<file path="src/rtl/osm_pkg.sv">
`timescale 1ns / 1ps

package osm_pkg;

  // Field widths fixed by the item format.
  localparam int KEY_W     = 16;
  localparam int CNT_W     = 16;
  localparam int CFG_IDX_W = 2;
  localparam int CFG_DAT_W = 16;

  // Default geometry of the modifier code ranges.
  localparam int NUM_MODS_DEF = 8;
  localparam int OSM_BASE_DEF = 49152;
  localparam int MOD_BASE_DEF = 224;

  // Reset values of the configuration registers.
  localparam logic             ENABLE_RESET  = 1'b1;
  localparam logic             AUTO_RESET    = 1'b0;
  localparam logic [CNT_W-1:0] TIMEOUT_RESET = 16'd40;

  // Configuration register indexes.
  localparam logic [CFG_IDX_W-1:0] CFG_ENABLE  = 2'd0;
  localparam logic [CFG_IDX_W-1:0] CFG_AUTO    = 2'd1;
  localparam logic [CFG_IDX_W-1:0] CFG_TIMEOUT = 2'd2;

  // Input item kinds.
  localparam logic MODE_KEY  = 1'b0;
  localparam logic MODE_TICK = 1'b1;

  // Controller to datapath.
  typedef struct packed {
    logic latch;    // capture the incoming item
    logic exec;     // apply the item to the state, load the first result
    logic emit;     // load an injected press for the current scan slot
    logic advance;  // move the scan slot on by one
  } cmd_t;

  // Datapath to controller.
  typedef struct packed {
    logic inject;   // the captured tick injects presses
    logic bit_set;  // the current scan slot holds a press to inject
    logic last;     // the result register holds the final result of the item
  } status_t;

endpackage

</file>
<file path="src/rtl/osm_in_if.sv">
`timescale 1ns / 1ps

interface osm_in_if;
  logic                     valid;
  logic                     ready;
  logic                     mode;
  logic [osm_pkg::KEY_W-1:0] key_code;
  logic                     key_down;
  logic                     was_pressed;
  logic                     injected;

  modport source(output valid, mode, key_code, key_down, was_pressed, injected,
                 input ready);
  modport sink(input valid, mode, key_code, key_down, was_pressed, injected,
               output ready);
endinterface

</file>
<file path="src/rtl/osm_out_if.sv">
`timescale 1ns / 1ps

interface osm_out_if;
  logic                     valid;
  logic                     ready;
  logic [osm_pkg::KEY_W-1:0] out_key;
  logic                     injected_press;
  logic                     active;
  logic                     last;

  modport source(output valid, out_key, injected_press, active, last, input ready);
  modport sink(input valid, out_key, injected_press, active, last, output ready);
endinterface

</file>
<file path="src/rtl/osm_cfg_if.sv">
`timescale 1ns / 1ps

interface osm_cfg_if;
  logic                         valid;
  logic                         ready;
  logic [osm_pkg::CFG_IDX_W-1:0] index;
  logic [osm_pkg::CFG_DAT_W-1:0] data;

  modport source(output valid, index, data, input ready);
  modport sink(input valid, index, data, output ready);
endinterface

</file>
<file path="src/rtl/osm_ctrl.sv">
`timescale 1ns / 1ps

module osm_ctrl (
  input  logic             clk,
  input  logic             rst,
  input  logic             in_valid,
  output logic             in_ready,
  output logic             out_valid,
  input  logic             out_ready,
  input  osm_pkg::status_t status,
  output osm_pkg::cmd_t    cmd
);

  typedef enum logic [1:0] {
    S_IDLE,
    S_EXEC,
    S_SCAN,
    S_SEND
  } state_t;

  state_t state;
  state_t state_next;

  assign in_ready  = (state == S_IDLE);
  assign out_valid = (state == S_SEND);

  always_comb begin
    state_next = state;
    cmd        = '0;
    unique case (state)
      S_IDLE: begin
        if (in_valid) begin
          cmd.latch  = 1'b1;
          state_next = S_EXEC;
        end
      end
      S_EXEC: begin
        cmd.exec   = 1'b1;
        state_next = status.inject ? S_SCAN : S_SEND;
      end
      S_SCAN: begin
        if (status.bit_set) begin
          cmd.emit   = 1'b1;
          state_next = S_SEND;
        end else begin
          cmd.advance = 1'b1;
        end
      end
      S_SEND: begin
        if (out_ready) begin
          if (status.last) begin
            state_next = S_IDLE;
          end else begin
            cmd.advance = 1'b1;
            state_next  = S_SCAN;
          end
        end
      end
      default: state_next = S_IDLE;
    endcase
  end

  always_ff @(posedge clk) begin
    if (rst) begin
      state <= S_IDLE;
    end else begin
      state <= state_next;
    end
  end

endmodule

</file>
<file path="src/rtl/osm_datapath.sv">
`timescale 1ns / 1ps

module osm_datapath #(
  parameter int NUM_MODS = osm_pkg::NUM_MODS_DEF,
  parameter int OSM_BASE = osm_pkg::OSM_BASE_DEF,
  parameter int MOD_BASE = osm_pkg::MOD_BASE_DEF
) (
  input  logic                          clk,
  input  logic                          rst,
  input  osm_pkg::cmd_t                 cmd,
  output osm_pkg::status_t              status,
  // configuration writes
  input  logic                          cfg_we,
  input  logic [osm_pkg::CFG_IDX_W-1:0] cfg_index,
  input  logic [osm_pkg::CFG_DAT_W-1:0] cfg_data,
  // incoming item
  input  logic                          mode,
  input  logic [osm_pkg::KEY_W-1:0]     key_code,
  input  logic                          key_down,
  input  logic                          was_pressed,
  input  logic                          injected,
  // result register
  output logic [osm_pkg::KEY_W-1:0]     out_key,
  output logic                          injected_press,
  output logic                          active,
  output logic                          last
);

  localparam int KW    = osm_pkg::KEY_W;
  localparam int CW    = osm_pkg::CNT_W;
  localparam int IDX_W = (NUM_MODS > 1) ? $clog2(NUM_MODS) : 1;

  localparam logic [KW:0]   MOD_LO = (KW + 1)'(MOD_BASE);
  localparam logic [KW:0]   MOD_HI = (KW + 1)'(MOD_BASE + NUM_MODS);
  localparam logic [KW:0]   OSM_LO = (KW + 1)'(OSM_BASE);
  localparam logic [KW:0]   OSM_HI = (KW + 1)'(OSM_BASE + NUM_MODS);
  localparam logic [KW-1:0] MOD_K  = KW'(MOD_BASE);
  localparam logic [KW-1:0] OSM_K  = KW'(OSM_BASE);

  // Configuration registers.
  logic          enable;
  logic          auto_convert;
  logic [CW-1:0] timeout_ticks;

  // Modifier state.
  logic [NUM_MODS-1:0] oneshot_bits;
  logic [NUM_MODS-1:0] sticky_bits;
  logic [CW-1:0]       tick_count;
  logic [KW-1:0]       previous_key;
  logic                cancel_pending;
  logic                cancel_sticky_too;

  // Captured item.
  logic          it_mode;
  logic [KW-1:0] it_key;
  logic          it_is;
  logic          it_was;
  logic          it_inj;

  // Injection scan.
  logic [NUM_MODS-1:0] inj_mask;
  logic [IDX_W-1:0]    scan_idx;
  logic [NUM_MODS-1:0] mask_clr;

  // Next-state terms.
  logic [NUM_MODS-1:0] oneshot_next;
  logic [NUM_MODS-1:0] sticky_next;
  logic [CW-1:0]       tick_count_next;
  logic [KW-1:0]       previous_key_next;
  logic                cancel_pending_next;
  logic                cancel_sticky_too_next;
  logic [KW-1:0]       res_key;
  logic                inject;
  logic                active_next;

  // Key decode.
  logic                plain_mod;
  logic                convert;
  logic [IDX_W-1:0]    mod_off;
  logic [KW-1:0]       key_c;
  logic                osm;
  logic [IDX_W-1:0]    idx;
  logic [NUM_MODS-1:0] idx_bit;
  logic [KW-1:0]       mod_key;
  logic                on;

  always_comb begin
    plain_mod = ({1'b0, it_key} >= MOD_LO) && ({1'b0, it_key} < MOD_HI);
    convert   = auto_convert && plain_mod && !it_inj;
    mod_off   = IDX_W'(it_key - MOD_K);
    key_c     = convert ? (OSM_K + KW'(mod_off)) : it_key;
    osm       = ({1'b0, key_c} >= OSM_LO) && ({1'b0, key_c} < OSM_HI);
    idx       = IDX_W'(key_c - OSM_K);
    idx_bit   = NUM_MODS'(1) << idx;
    mod_key   = MOD_K + KW'(idx);
    on        = it_is && !it_was;
  end

  always_comb begin
    oneshot_next           = oneshot_bits;
    sticky_next            = sticky_bits;
    tick_count_next        = tick_count;
    previous_key_next      = previous_key;
    cancel_pending_next    = cancel_pending;
    cancel_sticky_too_next = cancel_sticky_too;
    res_key                = '0;
    inject                 = 1'b0;
    if (it_mode == osm_pkg::MODE_TICK) begin
      if (enable && (oneshot_bits != '0)) begin
        tick_count_next = (tick_count != '1) ? tick_count + 1'b1 : tick_count;
        if (tick_count_next > timeout_ticks) begin
          cancel_pending_next    = 1'b1;
          cancel_sticky_too_next = 1'b0;
        end
        if (cancel_pending_next) begin
          // A sticky cancel drops everything; a plain one keeps sticky modifiers.
          oneshot_next           = cancel_sticky_too_next ? '0 : (oneshot_bits & sticky_bits);
          sticky_next            = cancel_sticky_too_next ? '0 : sticky_bits;
          tick_count_next        = '0;
          cancel_pending_next    = 1'b0;
          cancel_sticky_too_next = 1'b0;
        end else begin
          inject = 1'b1;
        end
      end
    end else if (!enable) begin
      res_key = osm ? mod_key : key_c;
    end else begin
      if ((oneshot_bits != '0) && !osm && on && !it_inj) begin
        cancel_pending_next    = 1'b1;
        cancel_sticky_too_next = 1'b0;
      end
      if (!osm) begin
        if (!it_inj && on) begin
          previous_key_next = key_c;
        end
        res_key = key_c;
      end else if (!it_is && !it_was) begin
        res_key = '0;
      end else if (!it_is) begin
        if (tick_count > timeout_ticks) begin
          cancel_pending_next    = 1'b1;
          cancel_sticky_too_next = 1'b0;
        end
      end else if (on && sticky_bits[idx]) begin
        cancel_pending_next    = 1'b1;
        cancel_sticky_too_next = 1'b1;
      end else begin
        if (on && (key_c == previous_key)) begin
          sticky_next = sticky_bits | idx_bit;
        end
        previous_key_next = key_c;
        oneshot_next      = oneshot_bits | idx_bit;
        res_key           = mod_key;
      end
    end
    active_next = (oneshot_next != '0) && !(tick_count_next > timeout_ticks) &&
                  !cancel_pending_next;
  end

  assign mask_clr = inj_mask & ~(NUM_MODS'(1) << scan_idx);

  assign status.inject  = inject;
  assign status.bit_set = inj_mask[scan_idx];
  assign status.last    = last;

  always_ff @(posedge clk) begin
    if (rst) begin
      enable            <= osm_pkg::ENABLE_RESET;
      auto_convert      <= osm_pkg::AUTO_RESET;
      timeout_ticks     <= osm_pkg::TIMEOUT_RESET;
      oneshot_bits      <= '0;
      sticky_bits       <= '0;
      tick_count        <= '0;
      previous_key      <= '0;
      cancel_pending    <= 1'b0;
      cancel_sticky_too <= 1'b0;
      inj_mask          <= '0;
      scan_idx          <= '0;
    end else begin
      if (cfg_we) begin
        unique case (cfg_index)
          osm_pkg::CFG_ENABLE:  enable        <= cfg_data[0];
          osm_pkg::CFG_AUTO:    auto_convert  <= cfg_data[0];
          osm_pkg::CFG_TIMEOUT: timeout_ticks <= cfg_data[CW-1:0];
          default: ;
        endcase
      end
      if (cmd.exec) begin
        oneshot_bits      <= oneshot_next;
        sticky_bits       <= sticky_next;
        tick_count        <= tick_count_next;
        previous_key      <= previous_key_next;
        cancel_pending    <= cancel_pending_next;
        cancel_sticky_too <= cancel_sticky_too_next;
        inj_mask          <= inject ? oneshot_bits : '0;
        scan_idx          <= '0;
      end else if (cmd.emit) begin
        inj_mask <= mask_clr;
      end else if (cmd.advance) begin
        scan_idx <= IDX_W'(scan_idx + 1'b1);
      end
    end
  end

  always_ff @(posedge clk) begin
    if (cmd.latch) begin
      it_mode <= mode;
      it_key  <= key_code;
      it_is   <= key_down;
      it_was  <= was_pressed;
      it_inj  <= injected;
    end
    if (cmd.exec) begin
      out_key        <= res_key;
      injected_press <= 1'b0;
      active         <= active_next;
      last           <= !inject;
    end else if (cmd.emit) begin
      out_key        <= MOD_K + KW'(scan_idx);
      injected_press <= 1'b1;
      last           <= (mask_clr == '0);
    end
  end

endmodule

</file>
<file path="src/rtl/one_shot_sticky_modifiers.sv">
`timescale 1ns / 1ps
// An accepted item is evaluated, then, for a tick that injects presses, scanned, before
// its result is offered. Items do not overlap: a new one is taken only in idle, after the
// last result of the previous one is accepted. A tick that injects presses walks the
// slots one per cycle up to the last press, pausing on each press until it is accepted.
// Reset (rst, synchronous, active high) clears all modifier state, restores the
// configuration defaults and returns the controller to idle; no clearing pass is needed.

module one_shot_sticky_modifiers #(
  parameter int NUM_MODS = osm_pkg::NUM_MODS_DEF,
  parameter int OSM_BASE = osm_pkg::OSM_BASE_DEF,
  parameter int MOD_BASE = osm_pkg::MOD_BASE_DEF
) (
  input logic       clk,
  input logic       rst,
  osm_in_if.sink    req,
  osm_out_if.source rsp,
  osm_cfg_if.sink   cfg
);

  // The controller sequences each item through capture, evaluation, an optional
  // scan over the injection mask, and delivery. The datapath holds the state,
  // the configuration registers and the result register.
  osm_pkg::cmd_t    cmd;
  osm_pkg::status_t status;

  // Configuration writes are registered directly, so the port never stalls.
  assign cfg.ready = 1'b1;

  osm_ctrl u_ctrl (
    .clk       (clk),
    .rst       (rst),
    .in_valid  (req.valid),
    .in_ready  (req.ready),
    .out_valid (rsp.valid),
    .out_ready (rsp.ready),
    .status    (status),
    .cmd       (cmd)
  );

  osm_datapath #(
    .NUM_MODS (NUM_MODS),
    .OSM_BASE (OSM_BASE),
    .MOD_BASE (MOD_BASE)
  ) u_datapath (
    .clk            (clk),
    .rst            (rst),
    .cmd            (cmd),
    .status         (status),
    .cfg_we         (cfg.valid),
    .cfg_index      (cfg.index),
    .cfg_data       (cfg.data),
    .mode           (req.mode),
    .key_code       (req.key_code),
    .key_down       (req.key_down),
    .was_pressed    (req.was_pressed),
    .injected       (req.injected),
    .out_key        (rsp.out_key),
    .injected_press (rsp.injected_press),
    .active         (rsp.active),
    .last           (rsp.last)
  );

`ifndef SYNTHESIS
  // Only one item is in flight: no new item is taken while a result is offered.
  a_one_in_flight: assert property (@(posedge clk) disable iff (rst)
    rsp.valid |-> !req.ready)
    else $error("input ready while a result is pending");

  // An accepted item spends its next cycle in evaluation, never on the output.
  a_eval_gap: assert property (@(posedge clk) disable iff (rst)
    (req.valid && req.ready) |=> !rsp.valid)
    else $error("result offered directly after accept");

  // Injected presses only come from an active, non-cancelled state.
  a_inject_active: assert property (@(posedge clk) disable iff (rst)
    (rsp.valid && rsp.injected_press) |-> rsp.active)
    else $error("injected press while inactive");

  // Injected presses are always plain modifier codes.
  a_inject_range: assert property (@(posedge clk) disable iff (rst)
    (rsp.valid && rsp.injected_press) |->
      (rsp.out_key >= osm_pkg::KEY_W'(MOD_BASE)) &&
      (rsp.out_key < osm_pkg::KEY_W'(MOD_BASE + NUM_MODS)))
    else $error("injected press outside modifier range");
`endif

endmodule

</file>
<file path="src/flat_wrapper.sv">
// flat-port wrapper written by rule: the top's interface ports become plain ports
module one_shot_sticky_modifiers_flat 
#(
  parameter int NUM_MODS = osm_pkg::NUM_MODS_DEF,
  parameter int OSM_BASE = osm_pkg::OSM_BASE_DEF,
  parameter int MOD_BASE = osm_pkg::MOD_BASE_DEF
)
  (clk, rst, req_valid, req_mode, req_key_code, req_key_down, req_was_pressed, req_injected, req_ready, rsp_valid, rsp_out_key, rsp_injected_press, rsp_active, rsp_last, rsp_ready, cfg_valid, cfg_index, cfg_data, cfg_ready);
  osm_in_if req_i ();
  osm_out_if rsp_i ();
  osm_cfg_if cfg_i ();
  input logic clk;
  input logic rst;
  input wire logic [$bits(req_i.valid)-1:0] req_valid;
  input wire logic [$bits(req_i.mode)-1:0] req_mode;
  input wire logic [$bits(req_i.key_code)-1:0] req_key_code;
  input wire logic [$bits(req_i.key_down)-1:0] req_key_down;
  input wire logic [$bits(req_i.was_pressed)-1:0] req_was_pressed;
  input wire logic [$bits(req_i.injected)-1:0] req_injected;
  output wire logic [$bits(req_i.ready)-1:0] req_ready;
  output wire logic [$bits(rsp_i.valid)-1:0] rsp_valid;
  output wire logic [$bits(rsp_i.out_key)-1:0] rsp_out_key;
  output wire logic [$bits(rsp_i.injected_press)-1:0] rsp_injected_press;
  output wire logic [$bits(rsp_i.active)-1:0] rsp_active;
  output wire logic [$bits(rsp_i.last)-1:0] rsp_last;
  input wire logic [$bits(rsp_i.ready)-1:0] rsp_ready;
  input wire logic [$bits(cfg_i.valid)-1:0] cfg_valid;
  input wire logic [$bits(cfg_i.index)-1:0] cfg_index;
  input wire logic [$bits(cfg_i.data)-1:0] cfg_data;
  output wire logic [$bits(cfg_i.ready)-1:0] cfg_ready;
  assign req_i.valid = req_valid;
  assign req_i.mode = req_mode;
  assign req_i.key_code = req_key_code;
  assign req_i.key_down = req_key_down;
  assign req_i.was_pressed = req_was_pressed;
  assign req_i.injected = req_injected;
  assign req_ready = req_i.ready;
  assign rsp_valid = rsp_i.valid;
  assign rsp_out_key = rsp_i.out_key;
  assign rsp_injected_press = rsp_i.injected_press;
  assign rsp_active = rsp_i.active;
  assign rsp_last = rsp_i.last;
  assign rsp_i.ready = rsp_ready;
  assign cfg_i.valid = cfg_valid;
  assign cfg_i.index = cfg_index;
  assign cfg_i.data = cfg_data;
  assign cfg_ready = cfg_i.ready;
  one_shot_sticky_modifiers #(.NUM_MODS(NUM_MODS), .OSM_BASE(OSM_BASE), .MOD_BASE(MOD_BASE)) u_core (.clk(clk), .rst(rst), .req(req_i), .rsp(rsp_i), .cfg(cfg_i));
endmodule
</file>
<file path="config.mk">
export PLATFORM = sky130hd
export DESIGN_NAME = one_shot_sticky_modifiers_flat
export DESIGN_NICKNAME = d
export VERILOG_FILES = /design/src/rtl/osm_pkg.sv /design/src/rtl/osm_in_if.sv /design/src/rtl/osm_out_if.sv /design/src/rtl/osm_cfg_if.sv /design/src/rtl/osm_ctrl.sv /design/src/rtl/osm_datapath.sv /design/src/rtl/one_shot_sticky_modifiers.sv /design/src/flat_wrapper.sv
export SDC_FILE = /design/constraint.sdc
export NUM_CORES = 1
export LEC_CHECK = 0
export BUFFER_PORTS_ARGS = -buffer_cell sky130_fd_sc_hd__buf_4
export CORE_ASPECT_RATIO = 0.8
export CORE_MARGIN = 2
export CORE_UTILIZATION = 54
export CTS_BUF_LIST = sky130_fd_sc_hd__clkbuf_4 sky130_fd_sc_hd__clkbuf_8 sky130_fd_sc_hd__clkbuf_16
export DETAILED_ROUTE_END_ITERATION = 10
export MAX_ROUTING_LAYER = met4
export PLACE_DENSITY = 0.86
export SLEW_MARGIN = 20
export SYNTH_ARGS = -nofsm -noshare
export SYNTH_HDL_FRONTEND = slang
export SYNTH_SLANG_ARGS = --single-unit
</file>
<file path="constraint.sdc">
create_clock -name clk -period 4.4 [get_ports clk]
set_clock_uncertainty 0.15 [all_clocks]
set_input_delay 0.88 -clock clk [delete_from_list [all_inputs] [get_ports clk]]
set_output_delay 0.88 -clock clk [all_outputs]
set_load 0.02 [all_outputs]
</file>
==> results.json, run 1 <==
{
  "outcome": "finished, violations left",
  "violations": "setup timing",
  "antenna_found_initial": 0,
  "fin_nets": 1034,
  "finalHoldViolCount": 0,
  "syn_nets": 910,
  "end_kind": "flip-flop",
  "ir_drop_mv": 0.3396,
  "setup_viol": 1,
  "drtAntennaViolNets": 0,
  "min_period_ps": 4821,
  "max_cap_viol_count": 0,
  "synth_edf_count": 38,
  "timing.final.crit_share_pct": 109.6,
  "clock_latency_ps": 430,
  "rows": 37,
  "synth_top_area_cell": "dfxtp_1",
  "tightest_slew_ps": 841.9,
  "drt_iter0_drc": 895,
  "routabilityCongestion": 0.9621,
  "yosysMostFrequentCell": "nor2_1",
  "power_density_nw_per_um2": 376.1,
  "synth_commonest_cells": "nor2_1 (96), nand2_1 (86), dfxtp_1 (82)",
  "worstPathMaxFanout": 4,
  "synthCells": 812,
  "multi_input_area_um2": 4365,
  "place_area_um2": 8283,
  "grt_use_total_pct": 29.68,
  "cts_buffer_depth": 2,
  "cts.sinks": 120,
  "cts_tree": "yes",
  "cpMostUsedCell": "a21oi_2",
  "synthArstFlopShare_pct": 0,
  "grt_pass1_wl_um": 32330,
  "clk_pin_slew_ps": 60,
  "power_frac_clock_pct": 41.2,
  "synthTopCellsByArea": "dfxtp_1 (23%), edfxtp_1 (16%), ha_1 (9.6%)",
  "die_area_um2": 14230,
  "synth.distinct_cells": 72,
  "fmaxAchievable_ghz": 0.2074,
  "syn-cell-area_um2": 7174,
  "final_critical_path_setup_slack_ps": -420.8,
  "pin_count": 65,
  "drv_slew": 0,
  "max_slew_margin_pct": 43.87,
  "grt_max_degree": 75,
  "htree_levels": 4,
  "via_per_inst": 6.219,
  "nFillCells": 937,
  "seq_area_frac_synth_pct": 38.79,
  "hpwl_um": 13600,
  "ys_warn_count": 0,
  "power.internal_mw": 2.356,
  "cpPeakStageDelay_ps": 330,
  "antenna_cells": 0,
  "crit_slowest_cell": "dfxtp_2",
  "ctsRootBufferMaster": "clkbuf_16",
  "synth_top_area_share_pct": 22.88,
  "die_width_um": 132.9,
  "io_buffers": 63,
  "yosys_most_used_dff": "dfxtp_1",
  "fp.dieH_um": 107.1,
  "core_region_area_um2": 12920,
  "synth.ff_latch_count": 120,
  "crit_family": "simple AND/OR/NAND/NOR gates",
  "cts_made_buffers": 17,
  "p_switching_mw": 1.108,
  "grt_overflow": 0,
  "final_area_um2": 9213,
  "place_worst_setup_slack_ps": -373.4,
  "hold_class": "reg -> reg",
  "cts_hold_buf": 0,
  "crit_required_ps": 4520,
  "drc_errors": 0,
  "area_growth_pct": 28.41,
  "first_pass_iters": 6,
  "critPathLaunchType": "flip-flop",
  "path_class": "reg -> reg",
  "stdcell_count": 1124,
  "synth_area_per_cell_um2": 8.835,
  "power_frac_comb_pct": 21.6,
  "seq_area_um2": 2790,
  "path_buf_inv": 3,
  "p_seq_share_pct": 37.2,
  "arrival_ps": 4940,
  "wirelength_um": 21210,
  "start_util_pct": 55.55,
  "p_leak_nw": 3.923,
  "drive_gt1_share_pct": 25.92,
  "wl_per_cell_um": 18.87,
  "rsz0062_at_grt": "yes",
  "swShare_pct": 31.99,
  "grt_pass1_vias": 6431,
  "num_vias": 6990,
  "dpl.cell_count": 1074,
  "reg2reg_slack_ps": -420
}
==> layer usage <==
metal  vias up  track usage [%]  part of all wire (%)
met5         -                -                     0
met4         0            8.833                   2.0
met1      3290            39.54                    42
met3        62            7.707                    11
met2       434            44.74                    45
li1       3204                -                     -
==> worst min-delay path, delay by kind of cell (launching register included) <==
kind	cells	cell delay [ps]
flip-flops	1	310
AND/OR/NAND/NOR	1	50
AO/OA/AOI/OAI	1	50
==> sequential cells by signal, indices dropped and copies added (netlist names), 2 cells and up <==
register and flops:
u_core.u_datapath.previous_key 16, u_core.u_datapath.scan_idx 3, u_core.u_datapath.sticky_bits 8, u_core.u_datapath.out_key 16
u_core.u_datapath.timeout_ticks 16, u_core.u_datapath.tick_count 16, u_core.u_datapath.oneshot_bits 8, u_core.u_datapath.inj_mask 8
u_core.u_ctrl.state 2, u_core.u_datapath.it_key 16
==> layout by cell type, fill, tap and decap left out, types with 5 or more instances in the layout <==
cell type and instances:
mux4_2 5, ha_1 49, nand3_1 21, buf_4 134, nor2b_1 10, a32oi_1 5, mux2i_1 17, dfxtp_1 76
and3_1 18, o21a_1 8, nand3b_1 5, inv_6 6, inv_1 32, dfxtp_2 6, nand2_1 80, nand2_2 6
nand4_1 17, o21ai_0 23, a31oi_1 9, and2_1 14, xor2_1 9, xnor2_1 13, a221o_1 7, a22oi_1 7
nor3_1 18, buf_6 6, nor2_1 95, nor4_1 9, a21oi_1 50, clkbuf_16 17, ha_4 6, nand2b_1 7
edfxtp_1 38, o21ai_1 10, a22o_1 7, a21o_1 16
==> metrics by stage <==
stage	total power, mW	hold slack, ps	util (%)	TNS, ps
after floorplan	1.693	286.3	-	-164.4
after global placement	1.906	293.6	64.13	-214.1
after detailed placement	1.922	296.9	64.13	-373.4
after CTS	3.394	305.2	69.79	-288.5
after global routing	3.583	323.7	71.33	-588.4
final	3.464	305.0	71.33	-420.8
==> power by group through the flow <==
stage          logic [mW]  clock network (mW)  registers (mW)
4_1_cts             0.677                1.43            1.28
2_1_floorplan       0.392                   0            1.30
6_report            0.750                1.43            1.29
5_1_grt             0.803                1.49            1.29
3_3_place_gp        0.604                   0            1.30
3_5_place_dp        0.617                   0            1.31
==> cells by family after synthesis <==
| family | share of synthesized area, % |
|---|---|
| compound gates | 17.00 |
| xor+xnor | 2.808 |
| other cells | 0.05227 |
| mux | 4.255 |
| buf+inv | 3.854 |
| fa+ha+maj | 9.592 |
| flops | 38.79 |
| simple gates | 23.65 |
==> final cells by class <==
type                            count  share of cell area, %
Tap cell                          175                  2.377
Inverter                           33                  1.345
Clock buffer                       17                  4.618
Clock inverter                     15                  1.901
Sequential cell                   120                  30.29
Multi-Input combinational cell    622                  47.39
Timing Repair Buffer              142                  12.09
==> what timing repair did <==
action | CTS | global route
setup buffers | 10 | 10
endpoints found under the hold margin | 0 | 0
resized for setup | 20 | 24
gates cloned | 0 | 0
setup endpoints to repair | 1 | 1
pin swaps | 28 | 27
==> worst paths after layout <==
path | start | endpoint | cells past startpoint
hold / removal | u_core.u_datapath.timeout_ticks[11] | u_core.u_datapath.timeout_ticks[11] | 2
hold reg to reg | u_core.u_datapath.timeout_ticks[11] | u_core.u_datapath.timeout_ticks[11] | 2
setup / recovery | u_core.u_datapath.tick_count[6] | u_core.u_datapath.active | 26
setup reg to reg | u_core.u_datapath.tick_count[6] | u_core.u_datapath.active | 26
Power figures use the tool's default switching activity.
==> inputs of run 2 (changes only) <==
--- a/config.mk
+++ b/config.mk
@@ -6,13 +6,16 @@
 export NUM_CORES = 1
 export LEC_CHECK = 0
 export BUFFER_PORTS_ARGS = -buffer_cell sky130_fd_sc_hd__buf_4
+export CELL_PAD_IN_SITES_DETAIL_PLACEMENT = 2
+export CELL_PAD_IN_SITES_GLOBAL_PLACEMENT = 2
 export CORE_ASPECT_RATIO = 0.8
 export CORE_MARGIN = 2
-export CORE_UTILIZATION = 54
+export CORE_UTILIZATION = 34
 export CTS_BUF_LIST = sky130_fd_sc_hd__clkbuf_4 sky130_fd_sc_hd__clkbuf_8 sky130_fd_sc_hd__clkbuf_16
 export DETAILED_ROUTE_END_ITERATION = 10
 export MAX_ROUTING_LAYER = met4
-export PLACE_DENSITY = 0.86
+export PLACE_DENSITY = 0.87
+export SETUP_SLACK_MARGIN = 0.2
 export SLEW_MARGIN = 20
 export SYNTH_ARGS = -nofsm -noshare
 export SYNTH_HDL_FRONTEND = slang
==> run 2 against run 1 <==
Net effect: the run still ends with setup timing left; power up 5.5%; count of clock-buffer cells in the layout unchanged; worst hold slack better by 8.2 ps; combinational power up 20%; via count up 12%; sequential share of layout area down 1.1 points; register-to-register slack worse by 450 ps; sequential power about the same; critical path type unchanged; flip-flop and latch count unchanged; global-route usage up 1.3 points; non-clock buffer count up 14; critical path depth down 6.
==> results.json, run 2 (synthesis gave the netlist of run 1 again) <==
{
  "violations": "setup timing",
  "clock_latency_ps": 450,
  "path_class": "reg -> reg",
  "arrival_ps": 5390,
  "final_critical_path_setup_slack_ps": -867.0,
  "setup_viol": 1,
  "grt_overflow": 0,
  "grt_pass1_vias": 8270,
  "drc_errors": 0,
  "die_area_um2": 22290,
  "max_cap_viol_count": 0,
  "wl_per_cell_um": 30.86,
  "pin_count": 65,
  "die_width_um": 166.4,
  "fp.dieH_um": 133.9,
  "mostFrequentLayoutCells": "buf_4 (150), nor2_1 (93), nand2_1 (80)",
  "fin_nets": 1048,
  "htree_levels": 4,
  "finalHoldViolCount": 0,
  "cts_tree": "yes",
  "drv_slew": 0,
  "power_density_nw_per_um2": 382.9,
  "p_leak_nw": 4.014,
  "cts_buffer_depth": 2,
  "timing.final.crit_share_pct": 119.7,
  "hold_class": "reg -> reg",
  "hpwl_um": 19390,
  "max_slew_margin_pct": 33.91,
  "rsz0062_at_grt": "yes",
  "place_worst_setup_slack_ps": -551.8,
  "cts_made_buffers": 17,
  "grt_max_degree": 75,
  "start_util_pct": 34.66,
  "grt_use_total_pct": 30.93,
  "area_growth_pct": 33.03,
  "fin_util_pct": 46.11,
  "drtAntennaViolNets": 0,
  "routabilityCongestion": 0.8984,
  "cpPeakStageDelay_ps": 510,
  "core_region_area_um2": 20700,
  "cts_hold_buf": 0,
  "cts.sinks": 120,
  "worstPathCellList": "and3_2, and2_4, nand3_2, xnor2_1, ha_1, nand4_1, nor4_4, o21ai_2, and4b_4, o21ai_4, buf_12, buf_4, o21ai_0, nand2_1, o21ai_1, ha_1, nand4_1, nor4_1, a21oi_2, a211oi_2",
  "hold_ws_ps": 313.2,
  "via_per_inst": 6.333,
  "grt_pass1_wl_um": 50980,
  "outcome": "finished, violations left",
  "fmaxAchievable_ghz": 0.1899,
  "worstPathMaxFanout": 6,
  "tns_ps": -867.0,
  "wirelength_um": 38050,
  "num_vias": 7809,
  "ctsRootBufferMaster": "clkbuf_16",
  "tightest_slew_ps": 983.7,
  "min_period_ps": 5267,
  "drt_iter0_drc": 844,
  "clk_pin_slew_ps": 70,
  "ir_drop_mv": 0.3282,
  "end_kind": "flip-flop",
  "antenna_found_initial": 1,
  "crit_required_ps": 4520,
  "first_pass_iters": 5,
  "rows": 47,
  "drive_gt1_share_pct": 28.76,
  "critPathLaunchType": "flip-flop",
  "io_buffers": 63,
  "final_common_cell": "buf_4",
  "crit_slowest_cell": "dfxtp_1",
  "fin_total_pwr_mw": 3.655
}
[run 2: cell count changes in the layout (fill, tap and decap cells not counted), sizes merged]
cell	previous run	this run
diode	0	1
clkinvlp	2	3
buf	142	156
clkinv	2	5
inv	43	39
[run 2: worst paths after layout]
| kind | from | to | slack [ps] | depth (start not counted) |
|---|---|---|---|---|
| max | u_core.u_datapath.tick_count[2] | u_core.u_datapath.active | -870 | 20 |
| max reg2reg | u_core.u_datapath.tick_count[2] | u_core.u_datapath.active | -870 | 20 |
| min | u_core.u_datapath.timeout_ticks[2] | u_core.u_datapath.timeout_ticks[2] | 310 | 2 |
| min reg2reg | u_core.u_datapath.timeout_ticks[2] | u_core.u_datapath.timeout_ticks[2] | 310 | 2 |
[run 2: area by class of cell]
cell class / instances / area (um2)
Fill cell: 2171 / 11160
Multi-Input combinational cell: 622 / 4513
Sequential cell: 120 / 2790
Timing Repair Buffer: 156 / 1211
Clock buffer: 17 / 425.4
Tap cell: 269 / 336.6
Clock inverter: 15 / 141.4
Inverter: 33 / 123.9
Antenna cell: 1 / 2.502
[run 2: timing repair]
action,4_1_cts,5_1_grt
resized for setup,16,50
pin swaps,24,37
endpoints found under the setup margin,3,40
setup buffers,21,10
[run 2: metrics by stage]
stage | area [um2] | std cells
detailed placement | 8421 | 1169
global route | 9544 | 1233
global placement | 8421 | 1169
floorplan | 7293 | 812
finish | 9544 | 1233
CTS | 9225 | 1222
[run 2: per-layer routing]
| layer | vias to the layer above | routed length (um) | global-route usage, % |
|---|---|---|---|
| li1 | 3223 | - | - |
| met1 | 3900 | 14990 | 36.53 |
| met2 | 496 | 17970 | 51.49 |
| met3 | 190 | 2795 | 5.754 |
| met4 | 0 | 2293 | 14.32 |
| met5 | - | 0 | - |
[run 2: power breakdown]
group	internal [mW]	switching, mW
registers	1.22	0.0909
logic	0.338	0.561
clock network	0.788	0.659
total	2.34	1.31
[run 2: critical path: cells and delay by family (launching register included)]
kind | cells | cell delay, ps
flip-flops | 1 | 510
AO/OA/AOI/OAI | 6 | 850
XOR/XNOR | 1 | 190
adder cells (fa/ha/maj) | 2 | 660
buffers and inverters | 2 | 300
AND/OR/NAND/NOR | 9 | 2430
==> inputs of run 3 (changes only) <==
==> constraint.sdc (replaced) <==
create_clock -name clk -period 4.28 [get_ports clk]
set_clock_uncertainty 0.15 [all_clocks]
set_input_delay 0.856 -clock clk [delete_from_list [all_inputs] [get_ports clk]]
set_output_delay 0.856 -clock clk [all_outputs]
set_load 0.02 [all_outputs]
==> run 3 against run 2 <==
Net effect: the flow still finishes with violations (setup timing); power grew 3.6%; final area grew 2.5%; clock power grew 3%; via count grew 2.8%; register-to-register slack lost 290 ps; combinational power grew 5.0%; worst hold slack gained 8.7 ps; utilization grew 1.1 points; die area is the same; critical path depth grew 6; count of clock-buffer cells in the layout is the same; largest power group unchanged; highest routed layer unchanged.
==> results.json, run 3 (synthesis gave the netlist of run 1 again) <==
{
  "drive_gt1_share_pct": 31.53,
  "rr_endpoint": "u_core.u_datapath.active",
  "timing.final.crit_share_pct": 127.0,
  "p_leak_nw": 4.089,
  "final_critical_path_setup_slack_ps": -1154,
  "min_to": "u_core.u_datapath.timeout_ticks[15]",
  "routabilityCongestion": 0.8829,
  "grt_max_degree": 75,
  "end_kind": "flip-flop",
  "grt_use_total_pct": 31.30,
  "core_region_area_um2": 20700,
  "first_pass_iters": 5,
  "area_growth_pct": 36.33,
  "drc_errors": 0,
  "die_width_um": 166.4,
  "num_vias": 8025,
  "pin_count": 65,
  "arrival_ps": 5560,
  "start_util_pct": 34.66,
  "via_per_inst": 6.435,
  "multi_input_area_um2": 4569,
  "fp.dieH_um": 133.9,
  "tns_ps": -2784,
  "final_area_um2": 9781,
  "drtAntennaViolNets": 0,
  "fin_total_pwr_mw": 3.785,
  "clock_latency_ps": 460,
  "cts_tree": "yes",
  "min_period_ps": 5434,
  "max_slew_margin_pct": 21.36,
  "violations": "setup timing",
  "place_area_um2": 8503,
  "cts.sinks": 120,
  "min_path_cells": 2,
  "wirelength_um": 39660,
  "worstSetupStartpoint": "u_core.u_datapath.tick_count[3]",
  "path_class": "reg -> reg",
  "rows": 47,
  "finalHoldViolCount": 0,
  "outcome": "finished, violations left",
  "grt_pass1_vias": 8202,
  "tightest_slew_ps": 1171,
  "cts_made_buffers": 17,
  "grt_overflow": 0,
  "io_buffers": 63,
  "mostFrequentLayoutCells": "buf_4 (154), nor2_1 (94), dfxtp_1 (76)",
  "worstPathMaxFanout": 8,
  "max_cap_viol_count": 0,
  "clk_pin_slew_ps": 70,
  "setup_viol": 18,
  "die_area_um2": 22290,
  "ctsRootBufferMaster": "clkbuf_16",
  "htree_levels": 4,
  "grt_pass1_wl_um": 51560,
  "ir_drop_mv": 0.2745,
  "final_common_cell": "buf_4",
  "r2r_start": "u_core.u_datapath.tick_count[3]",
  "fmaxAchievable_ghz": 0.1840,
  "fin_nets": 1062,
  "nFillCells": 2201,
  "hold_class": "reg -> reg",
  "seq_area_um2": 2790,
  "wl_per_cell_um": 31.81,
  "power_density_nw_per_um2": 387.0,
  "worstRegToRegCells": 26,
  "rsz0062_at_grt": "yes",
  "cts_buffer_depth": 2,
  "critPathLaunchType": "flip-flop",
  "crit_required_ps": 4410,
  "antenna_found_initial": 1,
  "hpwl_um": 19670,
  "reg2reg_slack_ps": -1150,
  "drv_slew": 0,
  "hold_path_startpoint": "u_core.u_datapath.timeout_ticks[15]",
  "drt_iter0_drc": 857
}
## run 3: changes by cell type in the layout (fill, tap and decap cells not counted), moves of 3 or more
cell,previous run,this run
a21oi_1,47,44
a21oi_2,6,9
buf_4,150,154
buf_6,4,10
nand2_1,80,72
nand2_2,5,12
## run 3: critical path, stage by stage (launching register included)
cell and delay [ps]:
dfxtp_2 350, and4_4 230, and4_4 250, and3_4 240
nand3_2 140, xor2_2 240, nand2_2 120, ha_4 330
nand4_4 140, buf_4 180, nor3_4 200, nand2_2 120
and4b_4 220, o21ai_4 210, buf_12 170, buf_12 140
a21oi_1 70, o21ai_1 180, o21ai_1 120, ha_1 190
a21o_1 150, a21o_1 200, a21oi_2 250, o21ai_2 160
a21oi_2 160, a21oi_1 80, a211oi_1 230
## run 3: how the worst max path moves through the flow
stage          slack [ps]                  endpoint  cells past startpoint
2_1_floorplan        -280  u_core.u_datapath.active                     24
4_1_cts              -690  u_core.u_datapath.active                     23
3_3_place_gp         -340  u_core.u_datapath.active                     24
6_report            -1150  u_core.u_datapath.active                     26
3_5_place_dp         -650  u_core.u_datapath.active                     24
5_1_grt             -1130  u_core.u_datapath.active                     24
## run 3: timing repair
| item | in CTS | in global routing |
|---|---|---|
| setup buffers | 13 | 20 |
| endpoints found under the setup margin | 24 | 42 |
| gates cloned | 0 | 1 |
| gates resized for setup | 23 | 73 |
| hold buffers | 0 | 0 |
| pin swaps | 24 | 42 |
## run 3: cell type report
type | count | share of cell area, %
timing repair buffer | 170 | 14.20
clock inverter | 15 | 1.471
clock buffer | 17 | 4.349
tap | 269 | 3.441
inverter | 33 | 1.266
multi-input combinational | 622 | 46.72
antenna | 1 | 0.02559
sequential | 120 | 28.53
## run 3: report_power, final
part / switching, mW / internal [mW] / total [mW] / leakage, nW
clock: 0.686 / 0.811 / 1.50 / 0.273
combinational: 0.580 / 0.364 / 0.944 / 2.79
sequential: 0.0931 / 1.25 / 1.34 / 1.02
total: 1.36 / 2.43 / 3.79 / 4.09
## run 3: per-stage QoR
step	util (%)	setup WS, ps	cells	hold WS [ps]
CTS	44.81	-694.1	1225	311.7
detailed placement	41.08	-649.8	1180	303.5
global placement	41.08	-337.9	1180	295.2
global route	47.25	-1133	1247	341.5
finish	47.25	-1154	1247	321.9
floorplan	-	-284.4	812	286.3
## run 3: per-layer routing
metal	GRT usage, %	wire, um	part of all wire [%]
met5	-	0	0
met4	15.61	2303	5.8
met2	51.22	18360	46
met3	5.960	3181	8.0
met1	37.17	15820	40
